### src/hw/rtl/hfmd_pkg.sv
// ---------------------------------------------------------------------------
// hfmd_pkg
// Shared types and constants of the min-pooling height grid downsampler.
// ---------------------------------------------------------------------------
package hfmd_pkg;

    localparam int COORD_W    = 7;   // sample and vertex coordinates
    localparam int HEIGHT_W   = 32;  // height field on the stream ports
    localparam int LOD_W      = 4;
    localparam int CFG_IDX_W  = 2;
    localparam int CFG_DATA_W = 7;
    localparam int N_RES      = 4;   // results one sample can release
    localparam int S_TDATA_W  = 32;
    localparam int M_TDATA_W  = 48;
    localparam int M_PAD_W    = M_TDATA_W - 2 * COORD_W - HEIGHT_W;

    localparam logic [COORD_W-1:0] GRID_SIDE_RST = 7'd65;
    localparam logic [LOD_W-1:0]   LOD_RST       = 4'd0;

    typedef enum logic [CFG_IDX_W-1:0] {
        CFG_GRID_SIDE = 2'd0,
        CFG_LOD_LEVEL = 2'd1
    } t_cfg_idx;

    // Control of one sample that lands on a quad column boundary
    typedef struct packed {
        logic [COORD_W-1:0] qi;        // quad column
        logic [COORD_W-1:0] qj;        // quad row (valid on a row boundary)
        logic [COORD_W-1:0] lastc;     // last coarse index
        logic               y_zero;    // first grid row
        logic               y_bnd;     // row boundary: quad closes
        logic               y_lt_lim;  // not on the last coarse row
        logic               q_first;   // first quad column
        logic               row_top;   // first quad row
        logic               last_col;  // last quad column
        logic               last_row;  // last quad row
    } t_scan_ctl;

    typedef struct packed {
        logic               done;
        logic [COORD_W-1:0] row;
        logic [COORD_W-1:0] col;
    } t_vtx;

endpackage

### src/hw/rtl/hfmd_ram.sv
// ---------------------------------------------------------------------------
// hfmd_ram
// One-write, one-read synchronous memory, registered read, write-through on
// a same-address read and write in one cycle.
// ---------------------------------------------------------------------------
module hfmd_ram #(
    parameter int W     = 32,
    parameter int DEPTH = 64,
    parameter int AW    = 6
) (
    input  logic          i_clk,
    input  logic          i_we,
    input  logic [AW-1:0] i_wa,
    input  logic [W-1:0]  i_wd,
    input  logic          i_re,
    input  logic [AW-1:0] i_ra,
    output logic [W-1:0]  o_rd
);

    logic [W-1:0] r_mem [DEPTH];
    logic [W-1:0] r_rd;

    always_ff @(posedge i_clk) begin
        if (i_we) begin
            r_mem[i_wa] <= i_wd;
        end
    end

    always_ff @(posedge i_clk) begin
        if (i_re) begin
            if (i_we && (i_wa == i_ra)) begin
                r_rd <= i_wd;
            end else begin
                r_rd <= r_mem[i_ra];
            end
        end
    end

    assign o_rd = r_rd;

endmodule

### src/hw/rtl/hfmd_scan.sv
// ---------------------------------------------------------------------------
// hfmd_scan
// Configuration registers, raster position and the running row-segment
// minimum; flags samples that land on a quad column boundary.
// ---------------------------------------------------------------------------
module hfmd_scan
    import hfmd_pkg::*;
#(
    parameter int SIDE_LIM    = 65,
    parameter int HEIGHT_BITS = 32
) (
    input  logic                          i_clk,
    input  logic                          i_rst_n,
    input  logic                          i_cfg_valid,
    input  logic [CFG_IDX_W-1:0]          i_cfg_index,
    input  logic [CFG_DATA_W-1:0]         i_cfg_data,
    input  logic                          i_accept,
    input  logic signed [HEIGHT_BITS-1:0] i_height,
    output logic                          o_op,
    output t_scan_ctl                     o_ctl,
    output logic signed [HEIGHT_BITS-1:0] o_seg
);

    localparam logic [COORD_W-1:0] SIDE_CAP = COORD_W'(SIDE_LIM);
    localparam logic signed [HEIGHT_BITS-1:0] HMAX = {1'b0, {(HEIGHT_BITS-1){1'b1}}};

    logic [COORD_W-1:0]            r_grid_side;
    logic [LOD_W-1:0]              r_lod;
    logic [COORD_W-1:0]            r_x, r_y;
    logic signed [HEIGHT_BITS-1:0] r_lqm;

    logic [COORD_W-1:0] n_x, n_y;
    logic [COORD_W-1:0] side, lastc, lim, step_mask, qi, qj;
    logic [COORD_W:0]   x_inc, y_inc;
    logic               active, in_rng, x_bnd;
    logic signed [HEIGHT_BITS-1:0] seg;

    always_comb begin
        side      = (r_grid_side > SIDE_CAP) ? SIDE_CAP : r_grid_side;
        lastc     = (side - COORD_W'(1)) >> r_lod;
        lim       = lastc << r_lod;
        // all ones once the step exceeds the coordinate range
        step_mask = (COORD_W'(1) << r_lod) - COORD_W'(1);
        active    = (side >= COORD_W'(2)) && (lastc != '0);
        in_rng    = (r_x <= lim) && (r_y <= lim);
        x_bnd     = (r_x != '0) && ((r_x & step_mask) == '0);
        seg       = (r_x == '0) ? i_height : ((r_lqm < i_height) ? r_lqm : i_height);
        qi        = (r_x >> r_lod) - COORD_W'(1);
        qj        = (r_y >> r_lod) - COORD_W'(1);

        x_inc = {1'b0, r_x} + (COORD_W+1)'(1);
        y_inc = {1'b0, r_y} + (COORD_W+1)'(1);
        n_x   = x_inc[COORD_W-1:0];
        n_y   = r_y;
        if (x_inc >= {1'b0, side}) begin
            n_x = '0;
            n_y = (y_inc >= {1'b0, side}) ? '0 : y_inc[COORD_W-1:0];
        end

        o_op           = active && in_rng && x_bnd;
        o_seg          = seg;
        o_ctl.qi       = qi;
        o_ctl.qj       = qj;
        o_ctl.lastc    = lastc;
        o_ctl.y_zero   = (r_y == '0);
        o_ctl.y_bnd    = (r_y != '0) && ((r_y & step_mask) == '0);
        o_ctl.y_lt_lim = (r_y < lim);
        o_ctl.q_first  = (qi == '0);
        o_ctl.row_top  = (qj == '0);
        o_ctl.last_col = (qi == lastc - COORD_W'(1));
        o_ctl.last_row = (qj == lastc - COORD_W'(1));
    end

    always_ff @(posedge i_clk) begin
        if (!i_rst_n) begin
            r_grid_side <= GRID_SIDE_RST;
            r_lod       <= LOD_RST;
            r_x         <= '0;
            r_y         <= '0;
            r_lqm       <= HMAX;
        end else if (i_cfg_valid) begin
            case (t_cfg_idx'(i_cfg_index))
                CFG_GRID_SIDE: begin
                    r_grid_side <= i_cfg_data;
                    r_x         <= '0;
                    r_y         <= '0;
                end
                CFG_LOD_LEVEL: begin
                    r_lod <= i_cfg_data[LOD_W-1:0];
                    r_x   <= '0;
                    r_y   <= '0;
                end
                default: begin
                end
            endcase
        end else if (i_accept && active) begin
            r_x <= n_x;
            r_y <= n_y;
            if (in_rng) begin
                r_lqm <= x_bnd ? i_height : seg;
            end
        end
    end

endmodule

### src/hw/rtl/hfmd_merge.sv
// ---------------------------------------------------------------------------
// hfmd_merge
// Boundary stage: folds the segment minimum into the open quad, closes quads
// on row boundaries, writes both quad memories back and forms the vertices.
// ---------------------------------------------------------------------------
module hfmd_merge
    import hfmd_pkg::*;
#(
    parameter int HEIGHT_BITS = 32,
    parameter int AW          = 6
) (
    input  logic                          i_clk,
    input  logic                          i_rst_n,
    input  logic                          i_load,
    input  t_scan_ctl                     i_ctl,
    input  logic signed [HEIGHT_BITS-1:0] i_seg,
    input  logic signed [HEIGHT_BITS-1:0] i_rd_open,
    input  logic signed [HEIGHT_BITS-1:0] i_rd_up,
    input  logic                          i_emit_free,
    output logic                          o_free,
    output logic                          o_open_we,
    output logic [AW-1:0]                 o_open_wa,
    output logic signed [HEIGHT_BITS-1:0] o_open_wd,
    output logic                          o_up_we,
    output logic [AW-1:0]                 o_up_wa,
    output logic signed [HEIGHT_BITS-1:0] o_up_wd,
    output logic                          o_emit_load,
    output logic [N_RES-1:0]              o_res_mask,
    output t_vtx                          o_res_vtx [N_RES],
    output logic signed [HEIGHT_BITS-1:0] o_res_h [N_RES]
);

    localparam logic signed [HEIGHT_BITS-1:0] HMAX = {1'b0, {(HEIGHT_BITS-1){1'b1}}};

    function automatic logic signed [HEIGHT_BITS-1:0] smin(
        input logic signed [HEIGHT_BITS-1:0] a,
        input logic signed [HEIGHT_BITS-1:0] b
    );
        return (a < b) ? a : b;
    endfunction

    logic                          r_valid;
    t_scan_ctl                     r_ctl;
    logic signed [HEIGHT_BITS-1:0] r_seg;
    logic signed [HEIGHT_BITS-1:0] r_lfm;   // final min of quad to the left
    logic signed [HEIGHT_BITS-1:0] r_upl;   // upper min of quad to the left

    logic adv;
    logic signed [HEIGHT_BITS-1:0] q, up, pair, upl, lq;

    always_comb begin
        adv  = r_valid && (!r_ctl.y_bnd || i_emit_free);
        q    = smin(i_rd_open, r_seg);
        up   = r_ctl.row_top ? HMAX : i_rd_up;
        pair = smin(up, q);
        upl  = r_ctl.row_top ? HMAX : r_upl;
        lq   = smin(upl, r_lfm);

        o_free      = !r_valid || adv;
        o_open_we   = adv && !(r_ctl.y_bnd && !r_ctl.y_lt_lim);
        o_open_wa   = r_ctl.qi[AW-1:0];
        o_open_wd   = (r_ctl.y_zero || r_ctl.y_bnd) ? r_seg : q;
        o_up_we     = adv && r_ctl.y_bnd;
        o_up_wa     = r_ctl.qi[AW-1:0];
        o_up_wd     = q;
        o_emit_load = adv && r_ctl.y_bnd;

        o_res_mask = {r_ctl.last_col && r_ctl.last_row, r_ctl.last_row,
                      r_ctl.last_col, 1'b1};
        o_res_vtx[0] = '{done: 1'b0, row: r_ctl.qj,    col: r_ctl.qi};
        o_res_vtx[1] = '{done: 1'b0, row: r_ctl.qj,    col: r_ctl.lastc};
        o_res_vtx[2] = '{done: 1'b0, row: r_ctl.lastc, col: r_ctl.qi};
        o_res_vtx[3] = '{done: 1'b1, row: r_ctl.lastc, col: r_ctl.lastc};
        o_res_h[0]   = r_ctl.q_first ? pair : smin(lq, pair);
        o_res_h[1]   = pair;
        o_res_h[2]   = r_ctl.q_first ? q : smin(r_lfm, q);
        o_res_h[3]   = q;
    end

    always_ff @(posedge i_clk) begin
        if (!i_rst_n) begin
            r_valid <= 1'b0;
        end else if (i_load) begin
            r_valid <= 1'b1;
        end else if (adv) begin
            r_valid <= 1'b0;
        end
    end

    always_ff @(posedge i_clk) begin
        if (i_load) begin
            r_ctl <= i_ctl;
            r_seg <= i_seg;
        end
        if (adv && r_ctl.y_bnd) begin
            r_lfm <= q;
            r_upl <= up;
        end
    end

endmodule

### src/hw/rtl/hfmd_emit.sv
// ---------------------------------------------------------------------------
// hfmd_emit
// Result register bank: holds the vertices released by one sample and
// presents them in order on the output stream, one per cycle while it is ready.
// ---------------------------------------------------------------------------
module hfmd_emit
    import hfmd_pkg::*;
#(
    parameter int HEIGHT_BITS = 32
) (
    input  logic                          i_clk,
    input  logic                          i_rst_n,
    input  logic                          i_load,
    input  logic [N_RES-1:0]              i_mask,
    input  t_vtx                          i_vtx [N_RES],
    input  logic signed [HEIGHT_BITS-1:0] i_h [N_RES],
    input  logic                          i_ready,
    output logic                          o_free,
    output logic                          o_valid,
    output logic                          o_last,
    output t_vtx                          o_vtx,
    output logic signed [HEIGHT_BITS-1:0] o_h
);

    localparam int SW = $clog2(N_RES);

    logic [N_RES-1:0]              r_mask;
    t_vtx                          r_vtx [N_RES];
    logic signed [HEIGHT_BITS-1:0] r_h [N_RES];

    logic [SW-1:0]    sel;
    logic [N_RES-1:0] cur_bit;

    always_comb begin
        sel = '0;
        for (int k = N_RES - 1; k >= 0; k--) begin
            if (r_mask[k]) begin
                sel = SW'(k);
            end
        end
        cur_bit = N_RES'(1) << sel;
        o_valid = (r_mask != '0);
        o_last  = o_valid && (r_mask == cur_bit);
        o_free  = !o_valid || (o_last && i_ready);
        o_vtx   = r_vtx[sel];
        o_h     = r_h[sel];
    end

    always_ff @(posedge i_clk) begin
        if (!i_rst_n) begin
            r_mask <= '0;
        end else if (i_load) begin
            r_mask <= i_mask;
        end else if (o_valid && i_ready) begin
            r_mask <= r_mask & ~cur_bit;
        end
    end

    always_ff @(posedge i_clk) begin
        if (i_load) begin
            for (int k = 0; k < N_RES; k++) begin
                r_vtx[k] <= i_vtx[k];
                r_h[k]   <= i_h[k];
            end
        end
    end

endmodule

### src/hw/rtl/heightfield_min_downsample.sv
// ---------------------------------------------------------------------------
// heightfield_min_downsample
// Min-pooling downsampler for a square height grid streamed in raster order.
// ---------------------------------------------------------------------------
// Takes one height sample per transfer and emits, for each coarse vertex, the
// minimum over its adjacent quads as soon as they are complete. A sample is
// normally taken every cycle. A sample that closes a quad releases one to four
// vertices into a result bank that sends them one per cycle while the output
// is ready, the first one offered once that sample has left the boundary stage
// register for the bank. The next closing sample waits in the boundary stage
// until the bank's last vertex is taken, and no sample is taken while it waits.
// Per quad column, two synchronous memories hold the open quad minimum and the
// finished upper quad minimum; each is read at sample entry and written from
// the boundary stage, with write-through covering back-to-back access.
// Grid side and LOD level writes restart the raster position at the grid origin.
module heightfield_min_downsample
    import hfmd_pkg::*;
#(
    parameter int MAX_SIDE    = 65,
    parameter int HEIGHT_BITS = 32
) (
    input  logic                  i_clk,
    input  logic                  i_rst_n,
    input  logic                  i_s_axis_tvalid,
    output logic                  o_s_axis_tready,
    input  logic [S_TDATA_W-1:0]  i_s_axis_tdata,   // [31:0] height
    output logic                  o_m_axis_tvalid,
    input  logic                  i_m_axis_tready,
    output logic [M_TDATA_W-1:0]  o_m_axis_tdata,   // [6:0] vertex_col, [13:7] vertex_row,
                                                    // [45:14] min_height, [47:46] zero
    output logic                  o_m_axis_tuser,   // [0] grid_done
    output logic                  o_m_axis_tlast,   // run_last
    input  logic                  i_cfg_valid,
    output logic                  o_cfg_ready,
    input  logic [CFG_IDX_W-1:0]  i_cfg_index,
    input  logic [CFG_DATA_W-1:0] i_cfg_data
);

    localparam int SIDE_LIM = (MAX_SIDE < (1 << COORD_W)) ? MAX_SIDE : (1 << COORD_W) - 1;
    localparam int DEPTH    = SIDE_LIM - 1;
    localparam int AW       = (DEPTH > 1) ? $clog2(DEPTH) : 1;

    logic                          accept, op, s1_free, emit_free, emit_load;
    t_scan_ctl                     ctl;
    logic signed [HEIGHT_BITS-1:0] s_h, seg, rd_open, rd_up;
    logic                          open_we, up_we;
    logic [AW-1:0]                 open_wa, up_wa;
    logic signed [HEIGHT_BITS-1:0] open_wd, up_wd;
    logic [N_RES-1:0]              res_mask;
    t_vtx                          res_vtx [N_RES];
    logic signed [HEIGHT_BITS-1:0] res_h [N_RES];
    t_vtx                          out_vtx;
    logic signed [HEIGHT_BITS-1:0] out_h;

    assign o_cfg_ready     = 1'b1;
    assign o_s_axis_tready = s1_free;
    assign accept          = i_s_axis_tvalid && s1_free;
    assign s_h             = HEIGHT_BITS'(i_s_axis_tdata[HEIGHT_W-1:0]);

    hfmd_scan #(
        .SIDE_LIM    (SIDE_LIM),
        .HEIGHT_BITS (HEIGHT_BITS)
    ) u_scan (
        .i_clk       (i_clk),
        .i_rst_n     (i_rst_n),
        .i_cfg_valid (i_cfg_valid),
        .i_cfg_index (i_cfg_index),
        .i_cfg_data  (i_cfg_data),
        .i_accept    (accept),
        .i_height    (s_h),
        .o_op        (op),
        .o_ctl       (ctl),
        .o_seg       (seg)
    );

    hfmd_ram #(
        .W     (HEIGHT_BITS),
        .DEPTH (DEPTH),
        .AW    (AW)
    ) u_open_ram (
        .i_clk (i_clk),
        .i_we  (open_we),
        .i_wa  (open_wa),
        .i_wd  (open_wd),
        .i_re  (accept && op),
        .i_ra  (ctl.qi[AW-1:0]),
        .o_rd  (rd_open)
    );

    hfmd_ram #(
        .W     (HEIGHT_BITS),
        .DEPTH (DEPTH),
        .AW    (AW)
    ) u_up_ram (
        .i_clk (i_clk),
        .i_we  (up_we),
        .i_wa  (up_wa),
        .i_wd  (up_wd),
        .i_re  (accept && op),
        .i_ra  (ctl.qi[AW-1:0]),
        .o_rd  (rd_up)
    );

    hfmd_merge #(
        .HEIGHT_BITS (HEIGHT_BITS),
        .AW          (AW)
    ) u_merge (
        .i_clk       (i_clk),
        .i_rst_n     (i_rst_n),
        .i_load      (accept && op),
        .i_ctl       (ctl),
        .i_seg       (seg),
        .i_rd_open   (rd_open),
        .i_rd_up     (rd_up),
        .i_emit_free (emit_free),
        .o_free      (s1_free),
        .o_open_we   (open_we),
        .o_open_wa   (open_wa),
        .o_open_wd   (open_wd),
        .o_up_we     (up_we),
        .o_up_wa     (up_wa),
        .o_up_wd     (up_wd),
        .o_emit_load (emit_load),
        .o_res_mask  (res_mask),
        .o_res_vtx   (res_vtx),
        .o_res_h     (res_h)
    );

    hfmd_emit #(
        .HEIGHT_BITS (HEIGHT_BITS)
    ) u_emit (
        .i_clk   (i_clk),
        .i_rst_n (i_rst_n),
        .i_load  (emit_load),
        .i_mask  (res_mask),
        .i_vtx   (res_vtx),
        .i_h     (res_h),
        .i_ready (i_m_axis_tready),
        .o_free  (emit_free),
        .o_valid (o_m_axis_tvalid),
        .o_last  (o_m_axis_tlast),
        .o_vtx   (out_vtx),
        .o_h     (out_h)
    );

    assign o_m_axis_tdata = {M_PAD_W'(0), HEIGHT_W'(out_h), out_vtx.row, out_vtx.col};
    assign o_m_axis_tuser = out_vtx.done;

endmodule

### config.mk
export PLATFORM = sky130hd
export DESIGN_NAME = heightfield_min_downsample
export DESIGN_NICKNAME = d
export VERILOG_FILES = /design/src/hw/rtl/hfmd_pkg.sv /design/src/hw/rtl/hfmd_ram.sv /design/src/hw/rtl/hfmd_scan.sv /design/src/hw/rtl/hfmd_merge.sv /design/src/hw/rtl/hfmd_emit.sv /design/src/hw/rtl/heightfield_min_downsample.sv
export SDC_FILE = /design/constraint.sdc
export NUM_CORES = 2
export LEC_CHECK = 0
export BUFFER_PORTS_ARGS = -buffer_cell sky130_fd_sc_hd__buf_2
export CAP_MARGIN = 5
export CORE_ASPECT_RATIO = 1.4
export CORE_MARGIN = 1
export CORE_UTILIZATION = 40
export CTS_CLUSTER_SIZE = 20
export DETAILED_ROUTE_END_ITERATION = 6
export HOLD_SLACK_MARGIN = 0.05
export PLACE_DENSITY_LB_ADDON = 0.12
export SLEW_MARGIN = 15
export SYNTH_ARGS = -nofsm -noshare
export SYNTH_HDL_FRONTEND = slang
export SYNTH_MEMORY_MAX_BITS = 65536
export SYNTH_SLANG_ARGS = --single-unit
### constraint.sdc
create_clock -name i_clk -period 68.5 [get_ports i_clk]
set_clock_uncertainty 0.15 [all_clocks]
set_input_delay 13.7 -clock i_clk [delete_from_list [all_inputs] [get_ports i_clk]]
set_output_delay 13.7 -clock i_clk [all_outputs]
set_load 0.005 [all_outputs]
==> flow_metrics.env <==
export IMPL_worstPathArrival_ps=14720
export IMPL_synth_avg_cell_area_um2=20.91
export IMPL_cp_slowest_cell="buf_4"
export IMPL_ctsHoldBuffers=0
export IMPL_die_y_um=794.0
export IMPL_worst_setup_path_type="in -> out"
export IMPL_cts_htree_levels=5
export IMPL_gr_usage_met1=0.2695
export IMPL_period_share=0.4171
export IMPL_min_path_type="reg -> reg"
export IMPL_cts_buffers_inserted=449
export IMPL_cap_viol_max_count=0
export IMPL_drive_above_1_share=0.2815
export IMPL_critPathMaxFanout=10
export IMPL_wl_mm=515.7
export IMPL_grt_max_degree=147
export IMPL_dr_total_vias=87510
export IMPL_synth_area_um2=179200
export IMPL_viasPerCell=5.743
export IMPL_grtUsageTotal=0.2274
export IMPL_reg2reg_slack_ps=57790
export IMPL_gr_total_overflow=0
export IMPL_dp_hpwl_mm=292.2
export IMPL_grt_pass1_wl_mm=718.5
export IMPL_drt_iter0_markers=7809
export IMPL_wl_per_cell_um=33.84
export IMPL_die_area_um2=450800
export IMPL_cpMostUsedCell="buf_2"
export IMPL_cts_repair_resized=0
export IMPL_async_reset_ff_frac=0
export IMPL_antenna_found_initial=22
export IMPL_status="completed"
export IMPL_globalRouteMet3Util=0.02750
export IMPL_top_usage_layer="met2"
export IMPL_core_region_area_um2=445600
export IMPL_ir_drop_mv=0.02265
export IMPL_tritoncts="built"
export IMPL_clock_sinks=4463
export IMPL_fmax_mhz=35.00
export IMPL_die_width_um=567.7
export IMPL_cts_root_buffer="clkbuf_16"
export IMPL_slowest_delay_ps=320
export IMPL_slew_limit_headroom=0.2115
export IMPL_layout_nets=9278
export IMPL_place_inst=14390
export IMPL_timing_final_crit_period_ps=28570
export IMPL_met2_usage=0.4177
export IMPL_start_kind="input port"
export IMPL_setup_tns_ps=0
export IMPL_crit_chain="buf_2 -> a21oi_1 -> buf_4 -> nand3_1 -> buf_2"
export IMPL_ys_seq_area_frac=0.7443
export IMPL_hold_viol=0
export IMPL_antenna_left=0
export IMPL_synth_distinct_cells=88
export IMPL_powerDensity_nw_per_um2=31.73
export IMPL_row_count=290
export IMPL_cp_top_family="buffers and inverters"
export IMPL_yosys_warnings=0
export IMPL_synthFlopType="edfxtp_1"
export IMPL_clk_pin_slew_ps=60
export IMPL_layout_cells_non_filler=15240
export IMPL_tightest_slew_ps=1179
export IMPL_first_pass_iters=6
export IMPL_crit_buf_inv=3
export IMPL_io_pins=99
export IMPL_cts_post_setup_buffers_inserted=0
export IMPL_syn_to_final_growth_pct=13.71
export IMPL_ys_ff_latch=4463
export IMPL_setup_viol=0
export IMPL_fin_util=0.4573
export IMPL_routabilityCongestion=0.8524
export IMPL_critPathCaptureType="output pin"
export IMPL_clock_latency_ps=1020
export IMPL_first_global_vias=92860
export IMPL_nFillCells=37540
export IMPL_rsz0062_at_grt="no"
export IMPL_syn_inst=8572
export IMPL_start_util=0.4022
export IMPL_io_buffers=95
export IMPL_clockBufferDepth=4
export IMPL_slew_violations=0
export IMPL_synth_edf_count=4401
export IMPL_leakage_uw=0.06447
export IMPL_drcViolationCount=0
export IMPL_required_ps=54650
## metal layers
layer	vias up	part of all wire
li1	36380	-
met1	48010	0.37
met2	2461	0.54
met3	659	0.044
met4	0	0.044
met5	-	0
## flip-flops by register name, indices dropped and copies added, names as in the netlist, 15 cells and up
register and flops:
u_emit.r_h 128, u_emit.r_vtx 21, u_merge.o_res_vtx 15, u_merge.r_seg 32, u_merge.r_upl 32, u_open_ram.o_rd 32, u_open_ram.r_mem 2048, u_scan.r_lqm 32
u_up_ram.o_rd 32, u_up_ram.r_mem 2048
## path summary, 6_finish.rpt
kind              cells past startpoint            startpoint             endpoint
setup / recovery                      5       i_m_axis_tready      o_s_axis_tready
setup reg to reg                     34     u_merge.r_seg[17]    u_emit.r_h[0][18]
hold / removal                        0  u_merge.o_res_vtx[3]  u_emit.r_vtx[3][10]
hold reg to reg                       0  u_merge.o_res_vtx[3]  u_emit.r_vtx[3][10]
## layout make-up
class	instances	area, µm²	share of cell area
antenna	16	40.04	0.0001965
clock buffer	563	11830	0.05805
clock inverter	266	2701	0.01326
inverter	270	1041	0.005108
multi-input combinational	3399	44390	0.2178
sequential	4463	133400	0.6546
tap	5840	7307	0.03586
timing repair buffer	422	3072	0.01507
## synth_stat cells (all sizes together) (58+ instances only)
cell type  instances  share of area
a21oi             80         0.0023
buf              198         0.0053
clkbuf           243         0.0051
dfxtp             62         0.0069
edfxtp          4401           0.74
ha               227          0.016
inv              269         0.0056
mux2i            178         0.0099
mux4            1285           0.16
nand2            407         0.0085
nand2b            58         0.0020
nand3             98         0.0028
nor2             330         0.0069
o21ai            108         0.0030
## cell families after synthesis
| family | share of synthesized area |
|---|---|
| adder cells (fa/ha/maj) | 0.01585 |
| AND/OR/NAND/NOR | 0.02936 |
| flip-flops | 0.7443 |
| multiplexers | 0.1745 |
| buffers and inverters | 0.01599 |
| other | 0.00004190 |
| XOR/XNOR | 0.002520 |
| AO/OA/AOI/OAI | 0.01740 |
## power by group
part / leakage (µW) / internal [µW] / switching [µW]
clock: 0.00710 / 1410 / 1050
sequential: 0.0401 / 3070 / 10.6
combinational: 0.0173 / 342 / 583
## through the flow
| step | hold slack (ps) | cell area [µm²] | worst slack [ps] | power (µW) |
|---|---|---|---|---|
| floorplan | 250.3 | 179200 | 33510 | 3703 |
| global placement | 254.7 | 189200 | 39910 | 4075 |
| detailed placement | 254.5 | 189200 | 39950 | 4087 |
| CTS | 267.7 | 203700 | 39950 | 6540 |
| global route | 273.4 | 203800 | 39930 | 6666 |
| finish | 268.2 | 203800 | 39930 | 6465 |
## cells in the final DEF (no fill, tap or decap), types with 97 or more instances in the layout
| master | count |
|---|---|
| buf_4 | 315 |
| clkbuf_1 | 103 |
| clkbuf_16 | 454 |
| clkinv_1 | 106 |
| edfxtp_1 | 4401 |
| ha_1 | 227 |
| inv_1 | 233 |
| mux2i_1 | 178 |
| mux4_2 | 1285 |
| nand2_1 | 405 |
| nand3_1 | 97 |
| nor2_1 | 197 |
| nor2_4 | 131 |
No activity file was read; power rests on OpenSTA's default activity.
